==> src/rtl/vln_pkg.sv <==
// ----------------------------------------------------------------------------
// vln_pkg
// shared widths and defaults for the vector length / normalize / distance block
// ----------------------------------------------------------------------------
package vln_pkg;

  localparam int unsigned VecW          = 32;
  localparam int unsigned DiffW         = VecW + 1;
  localparam int unsigned MagW          = VecW + 1;
  localparam int unsigned SqW           = 2 * MagW;
  localparam int unsigned SumW          = SqW + 1;
  localparam int unsigned SqrtSteps     = MagW;
  localparam int unsigned UnitFracBitsD = 30;

endpackage

==> src/rtl/vln_div.sv <==
// ----------------------------------------------------------------------------
// vln_div
// pipelined fractional divider lane: floor(mag * 2^UNIT_FRAC_BITS / len)
// one quotient bit per register stage, needs mag <= len
// ----------------------------------------------------------------------------
module vln_div
  import vln_pkg::*;
#(
  parameter int unsigned UNIT_FRAC_BITS = UnitFracBitsD
) (
  input  logic                     clk_i,
  input  logic [VecW-1:0]          mag_i,
  input  logic [MagW-1:0]          len_i,
  output logic [UNIT_FRAC_BITS:0]  quo_o
);

  localparam int unsigned Steps = UNIT_FRAC_BITS + 1;
  localparam int unsigned RemW  = MagW + 1;

  logic [RemW-1:0]           rem_q [Steps+1];
  logic [MagW-1:0]           len_q [Steps+1];
  logic [UNIT_FRAC_BITS:0]   quo_q [Steps+1];

  assign rem_q[0] = RemW'(mag_i);
  assign len_q[0] = len_i;
  assign quo_q[0] = '0;

  for (genvar k = 0; k < Steps; k++) begin : g_step
    logic            take;
    logic [RemW-1:0] rem_d;
    assign take  = rem_q[k] >= RemW'(len_q[k]);
    assign rem_d = take ? rem_q[k] - RemW'(len_q[k]) : rem_q[k];
    always_ff @(posedge clk_i) begin
      rem_q[k+1] <= {rem_d[RemW-2:0], 1'b0};
      len_q[k+1] <= len_q[k];
      quo_q[k+1] <= {quo_q[k][UNIT_FRAC_BITS-1:0], take};
    end
  end

  assign quo_o = quo_q[Steps];

endmodule

==> config.mk <==
export PLATFORM = sky130hd
export DESIGN_NAME = vln_div
export DESIGN_NICKNAME = d
export VERILOG_FILES = /design/src/rtl/vln_pkg.sv /design/src/rtl/vln_div.sv
export SDC_FILE = /design/constraint.sdc
export NUM_CORES = 2
export LEC_CHECK = 0
export BUFFER_PORTS_ARGS = -buffer_cell sky130_fd_sc_hd__buf_2
export CAP_MARGIN = 20
export CELL_PAD_IN_SITES_DETAIL_PLACEMENT = 1
export CELL_PAD_IN_SITES_GLOBAL_PLACEMENT = 1
export CORE_MARGIN = 3
export CORE_UTILIZATION = 35
export DETAILED_ROUTE_END_ITERATION = 8
export PLACE_DENSITY_LB_ADDON = 0.1
export SETUP_SLACK_MARGIN = 0.1
export SLEW_MARGIN = 10
export SYNTH_ARGS = -nofsm -noshare
export SYNTH_HDL_FRONTEND = slang
export SYNTH_SLANG_ARGS = --single-unit
export TNS_END_PERCENT = 50
==> constraint.sdc <==
create_clock -name clk_i -period 3.5 [get_ports clk_i]
set_clock_uncertainty 0.1 [all_clocks]
set_input_delay 0.175 -clock clk_i [delete_from_list [all_inputs] [get_ports clk_i]]
set_output_delay 0.175 -clock clk_i [all_outputs]
set_load 0.02 [all_outputs]
==> flow_summary_export.csv <==
group,metric,value,unit
critical_path,cp_common_cell,"buf_4",
clock_tree,cts_htree_levels,5,
floorplanning,fp.dieW,579,microns
cells_and_area,final_cells,18000,
drt,wirelength,356,mm
global_route,grt_usage,20.4,%
sta,final_max_slew_viol_count,0,
floorplanning,fp-row-count,209,
yosys,seq_area_frac_synth,43.1,%
global_route,grt_max_degree,45,
placement,io_buffers,96,
outcome,status,"finished, violations left",
cells_and_area,final_core_util,44.8,%
sta,slew_headroom,56.3,%
drt,drtAntennaViolNets,0,
placement,numPlacedInstances,17000,
placement,place.gp.congestion,0.840,
critical_path,crit_type,"reg2reg",
outcome,violations,"negative setup slack",
critical_path,end_kind,"register",
yosys,yosys_warnings,0,
sta,worstMarginPinSlew,648,ps
drt,num_vias,89000,
drt,drtIter0Drc,3273,
yosys,synth_edf_count,0,
pwr,p_leak,0.0680,uW
critical_path,setup.worst_path.start_class,"register",
cells_and_area,postLayoutCellArea,146000,sq um
global_route,gr-usage-met1,23.9,%
sta,hold_viol_final,0,
pwr,p_per_area,1140,nW/um^2
drt,first_pass_iters,5,
min_path,hold_path_class,"in2reg",
placement,place.detailed.hpwl,268,mm
global_route,grt_pass1_wl,548,mm
yosys,async_flop_share,0,%
global_route,grt_pass1_vias,96300,
floorplanning,die_h,579,microns
floorplanning,io_pins,97,
drt,viasPerCell,4.95,
sta,fin_ws,-114,ps
clock_tree,root_buffer,"clkbuf_16",
yosys,synth.top_cell.area_share,43.1,%
clock_tree,cts_tree,"yes",
critical_path,crit_fanout,6,
floorplanning,start_util,35.3,%
global_route,grt-busiest-layer,"met2",
yosys,syn_nets,13100,
cells_and_area,nets,14500,
floorplanning,die_area,336000,sq um
yosys,synth.most_common_cell,"dfxtp_1",
critical_path,cpMaxStageDelayCell,"dfxtp_2",
yosys,ys_ff_latch,2476,
yosys,syn_area,115000,sq um
drt,drc_errors,0,
floorplanning,fp.coreArea,326000,sq um
critical_path,cp.arrival,4270,ps
sta,setup_viol,56,
clock_tree,cts_buffer_depth,4,
cells_and_area,syn_to_final_growth,27.0,%
placement,pre_cts_slack,-205,ps
global_route,grt_use_met3,2.34,%
sta,rsz0062_at_grt,"yes",
sta,fmax,0.277,GHz
yosys,ys_top_cells_by_count,"2476 x dfxtp_1, 1277 x inv_1, 1021 x ha_1",
clock_tree,clk_latency,900,ps
yosys,synth.distinct_cells,106,
clock_tree,clkTransAtPathRegs,60,ps
critical_path,slowest_delay,330,ps
yosys,syn_inst,12000,
clock_tree,numCtsBuffers,283,
clock_tree,clock_sinks,2476,
cells_and_area,layout-drive-gt1-share,23.1,%
global_route,use_met2,38.6,%
global_route,grt-ovfl-total,0,
pwr,total_power,167000,uW
yosys,yosys.area.top_type,"dfxtp_1",
sta,period_minus_slack,3610,ps
run,maxCapViolations,0,
sta,period_share,103,%
drt,avgRoutedWirePerCell,19.8,microns
global_route,antenna_found_initial,2,
critical_path,cp.required,4160,ps
placement,placed_area,127000,sq um
yosys,avgSynthCellArea,9.59,sq um
yosys,synth_area_leaders,"dfxtp_1 43%, ha_1 11%, a21oi_1 4.2%",
critical_path,worstPathCellList,"inv_2, ha_4, nor2b_4, o31a_1, o22ai_1, buf_4, o211ai_1, buf_4, o41ai_4, buf_4, o21ai_4, a221oi_2, a21oi_1, o21ai_1, a21o_2, buf_12, clkbuf_16, mux2_4",
yosys,ys.flop_type,"dfxtp_1",
pwr,max-vdd-ir-drop,0.454,mV
## where the power goes
part           internal, uW  switching (uW)
Sequential            38200            6760
Clock                 19100           12300
Combinational         46100           44200
Total                103000           63200
## kinds of logic (layout without fill, tap and decap cells)
logic type / after synthesis / after routing / synth area share (%)
other: 0 / 8 / 0
AOI/OAI and AO/OA: 3053 / 3053 / 16.9
adders and majority gates: 1051 / 1051 / 11.6
muxes: 646 / 646 / 6.63
and+or+nand+nor: 2357 / 2357 / 9.81
xor gates and xnor gates: 845 / 845 / 6.43
DFF: 2476 / 2476 / 43.1
buffers and inverters: 1571 / 3223 / 5.49
## layout by cell type, fill, tap and decap left out, types with 150 or more instances in the layout
cell	instances
a21oi_1	874
mux2_2	339
a21o_1	552
o21ai_0	495
dfxtp_1	2324
buf_4	1024
mux2_4	243
ha_1	930
nand3_1	170
nand2_1	584
nand4_1	173
xor2_1	318
xnor2_1	527
clkbuf_16	312
inv_1	1241
nor2_1	669
o21a_1	150
## stage by stage
step / hold slack, ps / TNS (ps)
after global routing: 90.0 / -26480
after detailed placement: 195 / -29830
after global placement: 203 / -20540
after floorplan: 103 / 0
after CTS: 0.736 / -6440
final: 131 / -3570
## sequential cells by signal (all words and copies together), names as in the netlist
name,cells
rem_q,990
quo_o,31
quo_q,465
len_q,990
## final cells by class
type | count | area (sq um)
diodes | 8 | 20.0
clock buffers | 378 | 8070
clock inverters | 135 | 1880
fillers | 36300 | 180000
inverters | 1278 | 4820
multi-input cells | 7952 | 63400
flip-flops and latches | 2476 | 49800
well taps | 4325 | 5410
repair buffers | 1432 | 12700
## metal layers
layer,up-vias,routed length [microns]
met5,-,0
met4,0,10600
met3,527,9020
met2,953,185000
met1,43100,151000
li1,44300,-
## worst max-delay path: cells and delay by family, from the launching register on
| kind | cells | cell delay [ps] |
|---|---|---|
| DFF | 1 | 330 |
| adders and majority gates | 1 | 210 |
| and+or+nand+nor | 1 | 120 |
| muxes | 1 | 290 |
| AOI/OAI and AO/OA | 9 | 1560 |
| buffers and inverters | 6 | 860 |
## path summary, 6_finish.rpt
path | slack, ps | depth (start not counted) | end | from
setup / recovery | -110 | 18 | rem_q[611] | len_q[596]
hold reg to reg | 200 | 0 | quo_q[560] | quo_q[590]
setup reg to reg | -110 | 18 | rem_q[611] | len_q[596]
hold / removal | 130 | 4 | rem_q[1048] | mag_i[27]
## repair_timing
item	in CTS	in global routing
setup endpoints to repair	830	963
setup buffers	130	121
resized for setup	570	633
cloned	37	23
hold buffers	146	0
pin swaps	152	308
endpoints found under the hold margin	67	0
(Power assumes the default switching activity.)
